`src/rtl/core/csv_row_boundary_finder_core_defines.svh`:
```
// Assertion macros for the CSV row boundary finder core.
`ifndef CSV_ROW_BOUNDARY_FINDER_CORE_DEFINES_SVH
`define CSV_ROW_BOUNDARY_FINDER_CORE_DEFINES_SVH

// Same-cycle implication, checked outside reset.
`define CRBF_ASSERT_NOW(lbl, ante, cons, msg) \
   lbl: assert property (@(posedge clock) disable iff (reset) (ante) |-> (cons)) \
      else $error(msg);

// Next-cycle implication, checked outside reset.
`define CRBF_ASSERT_NEXT(lbl, ante, cons, msg) \
   lbl: assert property (@(posedge clock) disable iff (reset) (ante) |=> (cons)) \
      else $error(msg);

`endif

```
`src/rtl/core/crbf_pkg.sv`:
```
package crbf_pkg;

   localparam logic [7:0] CH_QUOTE = 8'h22;
   localparam logic [7:0] CH_CR    = 8'h0D;
   localparam logic [7:0] CH_LF    = 8'h0A;

   // Request kinds carried on req_tuser
   localparam logic CMD_DATA = 1'b0;
   localparam logic CMD_END  = 1'b1;

   // Default depth of the queue between front and back
   localparam int FIFO_DEPTH = 4;

   typedef enum logic [2:0] {
      MODE_UNQ    = 3'd0,
      MODE_QUO    = 3'd1,
      MODE_QEND   = 3'd2,
      MODE_LFHELD = 3'd3,
      MODE_CRSEEN = 3'd4
   } mode_type;

   typedef struct packed {
      logic [7:0] out_byte;
      logic       row_end;
      logic       stream_end;
      logic       last_of_run;
   } result_type;

   // One queue entry: the one or two results caused by one request
   typedef struct packed {
      result_type res0;
      result_type res1;
      logic       two;
   } entry_type;

   typedef struct packed {
      logic       emit;
      result_type res;
      mode_type   mode;
   } unq_type;

   // Handle a byte at the start of, or inside, an unquoted field
   function automatic unq_type unq_step(input logic [7:0] b, input logic cr_ends);
      unq_type r;
      r.emit = 1'b1;
      r.res  = '{out_byte: b, row_end: 1'b0, stream_end: 1'b0, last_of_run: 1'b1};
      r.mode = MODE_UNQ;
      if (b == CH_QUOTE) begin
         r.mode = MODE_QUO;
      end else if (b == CH_LF) begin
         r.emit = 1'b0;
         r.mode = MODE_LFHELD;
      end else if (b == CH_CR) begin
         if (cr_ends) begin
            r.res.row_end = 1'b1;
         end else begin
            r.mode = MODE_CRSEEN;
         end
      end
      return r;
   endfunction

endpackage

```
`src/rtl/core/csv_row_boundary_finder_core.sv`:
```
// A result passes from the front through the front-to-back queue into the output register;
// a line feed outside quotes is held until the next request decides its row end.
// Throughput: one request per cycle and, while rsp_tready is high, one result per cycle;
// two-result requests are absorbed by the queue, which stalls req_tready only when full.
// Reset: synchronous, active high; clears mode, queue count, valid bits, cr_ends_row to 0.
`include "csv_row_boundary_finder_core_defines.svh"
module csv_row_boundary_finder_core import crbf_pkg::*; #(
   parameter int DEPTH = FIFO_DEPTH
) (
   input  logic       clock,
   input  logic       reset,
   // configuration
   input  logic       csr_we,
   input  logic       csr_wdata,   // cr_ends_row
   // request channel
   input  logic       req_tvalid,
   output logic       req_tready,
   input  logic [7:0] req_tdata,   // [7:0] in_byte
   input  logic       req_tuser,   // [0] command
   // result channel
   output logic       rsp_tvalid,
   input  logic       rsp_tready,
   output logic [7:0] rsp_tdata,   // [7:0] out_byte
   output logic [1:0] rsp_tuser,   // [0] row_end, [1] stream_end
   output logic       rsp_tlast    // last_of_run
);

   logic       cr_ends_row_ff;
   logic       accept;
   logic       push;
   logic       pop;
   logic       empty;
   logic       full;
   entry_type  push_entry;
   entry_type  head;
   mode_type   mode;
   result_type rsp_result;

   // Capture the CR option
   always_ff @(posedge clock) begin
      if (reset) begin
         cr_ends_row_ff <= 1'b0;
      end else if (csr_we) begin
         cr_ends_row_ff <= csr_wdata;
      end
   end

   assign req_tready = !full;
   assign accept     = req_tvalid && req_tready;

   crbf_front u_front (
      .clock       (clock),
      .reset       (reset),
      .cr_ends_row (cr_ends_row_ff),
      .accept      (accept),
      .command     (req_tuser),
      .in_byte     (req_tdata),
      .push        (push),
      .entry       (push_entry),
      .mode        (mode)
   );

   crbf_fifo #(
      .DEPTH (DEPTH)
   ) u_fifo (
      .clock      (clock),
      .reset      (reset),
      .push       (push),
      .push_entry (push_entry),
      .pop        (pop),
      .head       (head),
      .empty      (empty),
      .full       (full)
   );

   crbf_back u_back (
      .clock      (clock),
      .reset      (reset),
      .head       (head),
      .empty      (empty),
      .pop        (pop),
      .rsp_valid  (rsp_tvalid),
      .rsp_ready  (rsp_tready),
      .rsp_result (rsp_result)
   );

   assign rsp_tdata = rsp_result.out_byte;
   assign rsp_tuser = {rsp_result.stream_end, rsp_result.row_end};
   assign rsp_tlast = rsp_result.last_of_run;

   // End marker is never a row end and always closes its run
   `CRBF_ASSERT_NOW(a_marker_shape, rsp_tvalid && rsp_tuser[1], !rsp_tuser[0] && rsp_tlast, "end marker malformed")
   // Queue never overflows
   `CRBF_ASSERT_NOW(a_no_overflow, push, !full || pop, "push into full queue")
   // End of input returns the parser to unquoted
   `CRBF_ASSERT_NEXT(a_end_resets_mode, accept && (req_tuser == CMD_END), mode == MODE_UNQ, "mode not cleared at end")

endmodule

```
`src/rtl/core/crbf_front.sv`:
```
module crbf_front import crbf_pkg::*; (
   input  logic       clock,
   input  logic       reset,
   input  logic       cr_ends_row,
   input  logic       accept,
   input  logic       command,
   input  logic [7:0] in_byte,
   output logic       push,
   output entry_type  entry,
   output mode_type   mode
);

   mode_type mode_ff, mode_in;
   unq_type  unq;
   logic     emit;

   // Classify the request against the current mode
   always_comb begin
      unq     = unq_step(in_byte, cr_ends_row);
      mode_in = mode_ff;
      emit    = 1'b0;
      entry   = '0;
      if (command == CMD_END) begin
         emit    = 1'b1;
         mode_in = MODE_UNQ;
         if (mode_ff == MODE_LFHELD) begin
            entry.res0 = '{out_byte: CH_LF, row_end: 1'b1, stream_end: 1'b0,
                           last_of_run: 1'b0};
            entry.res1 = '{out_byte: 8'h00, row_end: 1'b0, stream_end: 1'b1,
                           last_of_run: 1'b1};
            entry.two  = 1'b1;
         end else begin
            entry.res0 = '{out_byte: 8'h00, row_end: 1'b0, stream_end: 1'b1,
                           last_of_run: 1'b1};
         end
      end else begin
         unique case (mode_ff)
            MODE_QUO: begin
               emit       = 1'b1;
               entry.res0 = '{out_byte: in_byte, row_end: 1'b0, stream_end: 1'b0,
                              last_of_run: 1'b1};
               if (in_byte == CH_QUOTE) begin
                  mode_in = MODE_QEND;
               end
            end
            MODE_QEND: begin
               if (in_byte == CH_QUOTE) begin
                  emit       = 1'b1;
                  entry.res0 = '{out_byte: in_byte, row_end: 1'b0, stream_end: 1'b0,
                                 last_of_run: 1'b1};
                  mode_in    = MODE_QUO;
               end else begin
                  emit       = unq.emit;
                  entry.res0 = unq.res;
                  mode_in    = unq.mode;
               end
            end
            MODE_LFHELD: begin
               emit = 1'b1;
               if (in_byte == CH_CR) begin
                  entry.res0 = '{out_byte: CH_LF, row_end: 1'b0, stream_end: 1'b0,
                                 last_of_run: 1'b0};
                  entry.res1 = '{out_byte: CH_CR, row_end: 1'b1, stream_end: 1'b0,
                                 last_of_run: 1'b1};
                  entry.two  = 1'b1;
                  mode_in    = MODE_UNQ;
               end else begin
                  // release the held LF, then handle the byte on a new row
                  entry.res0 = '{out_byte: CH_LF, row_end: 1'b1, stream_end: 1'b0,
                                 last_of_run: !unq.emit};
                  entry.res1 = unq.res;
                  entry.two  = unq.emit;
                  mode_in    = unq.mode;
               end
            end
            MODE_CRSEEN: begin
               if (in_byte == CH_LF) begin
                  emit       = 1'b1;
                  entry.res0 = '{out_byte: in_byte, row_end: 1'b1, stream_end: 1'b0,
                                 last_of_run: 1'b1};
                  mode_in    = MODE_UNQ;
               end else begin
                  emit       = unq.emit;
                  entry.res0 = unq.res;
                  mode_in    = unq.mode;
               end
            end
            default: begin
               emit       = unq.emit;
               entry.res0 = unq.res;
               mode_in    = unq.mode;
            end
         endcase
      end
      push = accept && emit;
   end

   // Advance the parse mode on each accepted request
   always_ff @(posedge clock) begin
      if (reset) begin
         mode_ff <= MODE_UNQ;
      end else if (accept) begin
         mode_ff <= mode_in;
      end
   end

   assign mode = mode_ff;

endmodule

```
`src/rtl/core/crbf_fifo.sv`:
```
module crbf_fifo import crbf_pkg::*; #(
   parameter int DEPTH = FIFO_DEPTH
) (
   input  logic      clock,
   input  logic      reset,
   input  logic      push,
   input  entry_type push_entry,
   input  logic      pop,
   output entry_type head,
   output logic      empty,
   output logic      full
);

   localparam int PTR_W = (DEPTH > 1) ? $clog2(DEPTH) : 1;
   localparam int CNT_W = $clog2(DEPTH + 1);

   entry_type        mem [DEPTH];
   logic [PTR_W-1:0] wr_ptr_ff, rd_ptr_ff;
   logic [CNT_W-1:0] count_ff;

   assign empty = (count_ff == '0);
   assign full  = (count_ff == CNT_W'(DEPTH));
   assign head  = mem[rd_ptr_ff];

   // Store pushed entries
   always_ff @(posedge clock) begin
      if (push) begin
         mem[wr_ptr_ff] <= push_entry;
      end
   end

   // Advance pointers and occupancy
   always_ff @(posedge clock) begin
      if (reset) begin
         wr_ptr_ff <= '0;
         rd_ptr_ff <= '0;
         count_ff  <= '0;
      end else begin
         if (push) begin
            wr_ptr_ff <= (wr_ptr_ff == PTR_W'(DEPTH - 1)) ? '0 : wr_ptr_ff + 1'b1;
         end
         if (pop) begin
            rd_ptr_ff <= (rd_ptr_ff == PTR_W'(DEPTH - 1)) ? '0 : rd_ptr_ff + 1'b1;
         end
         if (push && !pop) begin
            count_ff <= count_ff + 1'b1;
         end else if (pop && !push) begin
            count_ff <= count_ff - 1'b1;
         end
      end
   end

endmodule

```
`src/rtl/core/crbf_back.sv`:
```
module crbf_back import crbf_pkg::*; (
   input  logic       clock,
   input  logic       reset,
   input  entry_type  head,
   input  logic       empty,
   output logic       pop,
   output logic       rsp_valid,
   input  logic       rsp_ready,
   output result_type rsp_result
);

   logic       out_valid_ff, out_valid_in;
   result_type out_ff, out_in;
   logic       hold_valid_ff, hold_valid_in;
   result_type hold_ff, hold_in;
   logic       load;

   // Pick the next result: a held second result first, then the queue head
   always_comb begin
      load          = !out_valid_ff || rsp_ready;
      out_valid_in  = out_valid_ff;
      out_in        = out_ff;
      hold_valid_in = hold_valid_ff;
      hold_in       = hold_ff;
      pop           = 1'b0;
      if (load) begin
         if (hold_valid_ff) begin
            out_valid_in  = 1'b1;
            out_in        = hold_ff;
            hold_valid_in = 1'b0;
         end else if (!empty) begin
            pop           = 1'b1;
            out_valid_in  = 1'b1;
            out_in        = head.res0;
            hold_valid_in = head.two;
            hold_in       = head.res1;
         end else begin
            out_valid_in = 1'b0;
         end
      end
   end

   // Hold control state
   always_ff @(posedge clock) begin
      if (reset) begin
         out_valid_ff  <= 1'b0;
         hold_valid_ff <= 1'b0;
      end else begin
         out_valid_ff  <= out_valid_in;
         hold_valid_ff <= hold_valid_in;
      end
   end

   // Hold result payload
   always_ff @(posedge clock) begin
      out_ff  <= out_in;
      hold_ff <= hold_in;
   end

   assign rsp_valid  = out_valid_ff;
   assign rsp_result = out_ff;

endmodule
```
`config.mk`:
```
export PLATFORM = sky130hd
export DESIGN_NAME = csv_row_boundary_finder_core
export DESIGN_NICKNAME = d
export VERILOG_FILES = /design/src/rtl/core/crbf_pkg.sv /design/src/rtl/core/csv_row_boundary_finder_core.sv /design/src/rtl/core/crbf_front.sv /design/src/rtl/core/crbf_fifo.sv /design/src/rtl/core/crbf_back.sv
export VERILOG_INCLUDE_DIRS = /design/src /design/src/rtl/core
export SDC_FILE = /design/constraint.sdc
export NUM_CORES = 1
export LEC_CHECK = 0
export BUFFER_PORTS_ARGS = -buffer_cell sky130_fd_sc_hd__clkbuf_2
export CELL_PAD_IN_SITES_DETAIL_PLACEMENT = 1
export CELL_PAD_IN_SITES_GLOBAL_PLACEMENT = 1
export CORE_UTILIZATION = 52
export DETAILED_ROUTE_END_ITERATION = 8
export PLACE_DENSITY = 0.76
export SYNTH_ARGS = -nofsm -noshare
export SYNTH_HDL_FRONTEND = slang
export SYNTH_SLANG_ARGS = --single-unit
```
`constraint.sdc`:
```
create_clock -name clock -period 3.54 [get_ports clock]
set_input_delay 0.177 -clock clock [delete_from_list [all_inputs] [get_ports clock]]
set_output_delay 0.177 -clock clock [all_outputs]
set_load 0.01 [all_outputs]
```
==> impl_metrics.xml <==
<?xml version="1.0" encoding="UTF-8"?>
<metrics>
  <group name="run">
    <metric name="maxCapViolCount" unit="">0</metric>
  </group>
  <group name="worst_setup_path">
    <metric name="r2r_slack" unit="ns">0.77</metric>
    <metric name="data_required_time_of_the_worst_path" unit="ns">3.99</metric>
    <metric name="worstSetupPathType" unit="">reg -&gt; reg</metric>
    <metric name="crit_path_start_kind" unit="">flip-flop</metric>
    <metric name="cp-end-kind" unit="">flip-flop</metric>
    <metric name="crit_arrival" unit="ns">3.22</metric>
    <metric name="critical_path.max_fanout" unit="">7</metric>
  </group>
  <group name="clock_tree">
    <metric name="clk_path_buf_depth" unit="">2</metric>
    <metric name="numCtsBuffers" unit="">17</metric>
    <metric name="cts-hold-fix-buffers" unit="">2</metric>
    <metric name="tritoncts" unit="">yes</metric>
    <metric name="cts_htree_levels" unit="">4</metric>
    <metric name="clk-insertion-delay-late" unit="ns">0.52</metric>
    <metric name="cts.clk_slew.worst_paths" unit="ns">0.06</metric>
    <metric name="cts-root-buf" unit="">clkbuf_8</metric>
    <metric name="cts_setup_buffers" unit="">0</metric>
    <metric name="clock_sink_count" unit="">129</metric>
    <metric name="cts_resized" unit="">0</metric>
  </group>
  <group name="layout">
    <metric name="final_layout_size_suffix_gt1_share" unit="%">29.0</metric>
    <metric name="antennaDiodeCount" unit="">0</metric>
    <metric name="number_of_fillers_in_the_final_layout" unit="">899</metric>
    <metric name="syn2layout_area_growth" unit="%">16.2</metric>
    <metric name="fin_cells" unit="">481</metric>
    <metric name="nNetsFinal" unit="">359</metric>
    <metric name="final_core_utilization" unit="%">62.0</metric>
    <metric name="final_design_area_no_fill" unit="mm^2">0.00603</metric>
  </group>
  <group name="grt">
    <metric name="antenna_found_initial" unit="">0</metric>
    <metric name="grt-ovfl-total" unit="">0</metric>
    <metric name="via_count_of_the_first_global_routing_pass" unit="">2914</metric>
    <metric name="grt_first_pass_wirelength" unit="um">15700</metric>
    <metric name="gr-usage-all-layers" unit="%">22.0</metric>
    <metric name="grt_start_max_net_pins" unit="">24</metric>
  </group>
  <group name="drt">
    <metric name="first_pass_iters" unit="">4</metric>
    <metric name="detailroute.wirelength.met3" unit="um">298</metric>
    <metric name="drc" unit="">0</metric>
    <metric name="route.top_layer_used" unit="">met4</metric>
    <metric name="routedWlPerCell" unit="um">21.0</metric>
    <metric name="initialDrtViolationCount" unit="">64</metric>
    <metric name="detail_route.wirelength" unit="um">10100</metric>
    <metric name="route.antenna.remaining_nets" unit="">0</metric>
    <metric name="via_per_inst" unit="">5.60</metric>
    <metric name="vias" unit="">2692</metric>
    <metric name="detailroute.wirelength.met2" unit="um">5310</metric>
    <metric name="drt-met1-wl" unit="um">4330</metric>
  </group>
  <group name="synth">
    <metric name="synth.most_common_cell" unit="">edfxtp_1</metric>
    <metric name="yosys_register_bits" unit="">129</metric>
    <metric name="synth_cell_count_leaders" unit="">114 x edfxtp_1, 23 x mux4_2, 20 x nor2_1</metric>
    <metric name="synthCells" unit="">290</metric>
    <metric name="synth_area_leader_cell" unit="">edfxtp_1</metric>
    <metric name="synth_cell_type_count" unit="">34</metric>
    <metric name="post_synth_main_area_contributors" unit="">edfxtp_1 66%, mux4_2 10%, dfxtp_1 5.8%, mux2_2 2.4%, and2_1 2.1%</metric>
    <metric name="synth_top_cell_area_share" unit="%">66.0</metric>
    <metric name="synth_enable_flop_cells" unit="">114</metric>
    <metric name="number_of_nets_produced_by_synthesis" unit="">312</metric>
    <metric name="synth_top_flop_cell" unit="">edfxtp_1</metric>
    <metric name="avgSynthCellArea" unit="um^2">17.9</metric>
    <metric name="synthesis.yosys.warnings" unit="">0</metric>
    <metric name="seq_area_frac_synth" unit="%">71.8</metric>
    <metric name="syn-cell-area" unit="mm^2">0.00519</metric>
    <metric name="ys_async_sr_fraction" unit="%">0</metric>
  </group>
  <group name="sta">
    <metric name="post_layout_worst_setup_margin" unit="ns">0.766</metric>
    <metric name="slew-limit-headroom" unit="%">36.2</metric>
    <metric name="grt_setup_unrepaired" unit="">no</metric>
    <metric name="timing.final.hold_violations" unit="">0</metric>
    <metric name="worst-slew-pin-transition" unit="ns">0.955</metric>
    <metric name="finalClockSkew" unit="ns">0.0129</metric>
    <metric name="setup_viol" unit="">0</metric>
    <metric name="layout_worst_path_cycle_share" unit="%">78.4</metric>
    <metric name="finalMaxSlewViolations" unit="">0</metric>
    <metric name="achievable-frequency" unit="MHz">360</metric>
    <metric name="fin_setup_tns" unit="ns">0</metric>
    <metric name="timing.final.crit_period" unit="ns">2.77</metric>
  </group>
  <group name="floorplan">
    <metric name="coreArea" unit="mm^2">0.00973</metric>
    <metric name="floorplan.io_pins" unit="">28</metric>
    <metric name="die_w" unit="um">102</metric>
    <metric name="vertical_die_dimension" unit="um">102</metric>
    <metric name="die_area" unit="mm^2">0.0104</metric>
    <metric name="floorplan.initialDensity" unit="%">53.3</metric>
    <metric name="floorplan.rows" unit="">36</metric>
  </group>
  <group name="power_and_ir_drop">
    <metric name="power_density" unit="mW/mm^2">754</metric>
    <metric name="max-vdd-ir-drop" unit="mV">0.389</metric>
    <metric name="power.leakage" unit="nW">2.08</metric>
  </group>
  <group name="placed_design">
    <metric name="buffer_ports.inserted" unit="">27</metric>
    <metric name="post-dp-hpwl" unit="um">6370</metric>
    <metric name="dpl_cell_area" unit="mm^2">0.00551</metric>
    <metric name="detailedPlace.worstSlack" unit="ns">0.863</metric>
    <metric name="numPlacedInstances" unit="">449</metric>
    <metric name="place_congestion" unit="">0.806</metric>
  </group>
  <group name="status">
    <metric name="outcome" unit="">complete, no violations</metric>
  </group>
  <group name="worst_hold_path">
    <metric name="min_path_type" unit="">in -&gt; reg</metric>
  </group>
</metrics>
-- routing by layer --
layer / GRT usage [%] / up-vias
met1: 25.6 / 1394
met4: 11.5 / 0
met3: 5.61 / 18
met2: 37.9 / 57
li1: - / 1223
met5: 0 / -
-- report_power, final --
part / switching, mW / internal (mW) / total (mW) / leakage, nW
Combinational: 0.503 / 0.440 / 0.943 / 0.667
Clock: 0.574 / 0.900 / 1.47 / 0.248
Sequential: 0.125 / 2.00 / 2.13 / 1.17
-- registers in the layout, summed over array words and instances (netlist names), named ones only --
signal	cells
u_back.rsp_valid	1
u_back.hold_valid_ff	1
u_fifo.rd_ptr_ff	2
u_fifo.wr_ptr_ff	2
u_back.rsp_result	11
u_back.hold_ff	11
u_front.mode	3
u_fifo.mem	92
cr_ends_row_ff	1
u_fifo.count_ff	3
-- cells in the final DEF, fill, tap and decap left out, types with 7 or more instances in the layout --
master	n
nor3_1	8
nor2_1	20
inv_1	8
clkbuf_16	16
clkbuf_2	27
buf_4	9
a21oi_1	7
and2_1	17
dfxtp_1	15
mux2_2	11
mux4_2	23
edfxtp_1	114
-- path summary, 6_finish.rpt --
check,cells past startpoint,endpoint,from
worst min-delay path,4,u_back.rsp_valid,rsp_tready
worst max-delay path,9,u_fifo.count_ff[2],u_front.mode[0]
worst min register to register,2,u_front.mode[0],u_front.mode[0]
worst max register to register,9,u_fifo.count_ff[2],u_front.mode[0]
-- stage by stage --
step	power [mW]	hold WS, ns
after CTS	4.60	0.00156
final	4.54	0.0219
after floorplan	2.76	0.246
after detailed placement	3.10	0.435
after global placement	3.06	0.434
after global routing	4.73	0.0388
-- area by class of cell --
type	count	area [um^2]	share of cell area, %
clock buffers	19	422	6.99
well taps	133	166	2.76
inverters	8	30.0	0.498
repair buffers	38	223	3.69
clock inverters	11	73.8	1.22
flip-flops and latches	129	3720	61.8
multi-input cells	143	1390	23.1
-- cells by family after synthesis --
| group | synth area share [%] |
|---|---|
| AO/OA/AOI/OAI | 2.05 |
| XOR/XNOR | 0.338 |
| adder cells (fa/ha/maj) | 1.83 |
| buffers and inverters | 1.50 |
| flip-flops | 71.8 |
| multiplexers | 13.3 |
| AND/OR/NAND/NOR | 9.14 |
-- critical path: stages (launching register included) --
cell and delay, ns:
dfxtp_1 0.39, nor2b_1 0.42, nor3_1 0.11, a31oi_2 0.34, ha_1 0.28, inv_1 0.07, fa_1 0.44, xor2_1 0.18
or3_1 0.33, a21oi_1 0.15
Power figures use the tool's default switching activity.
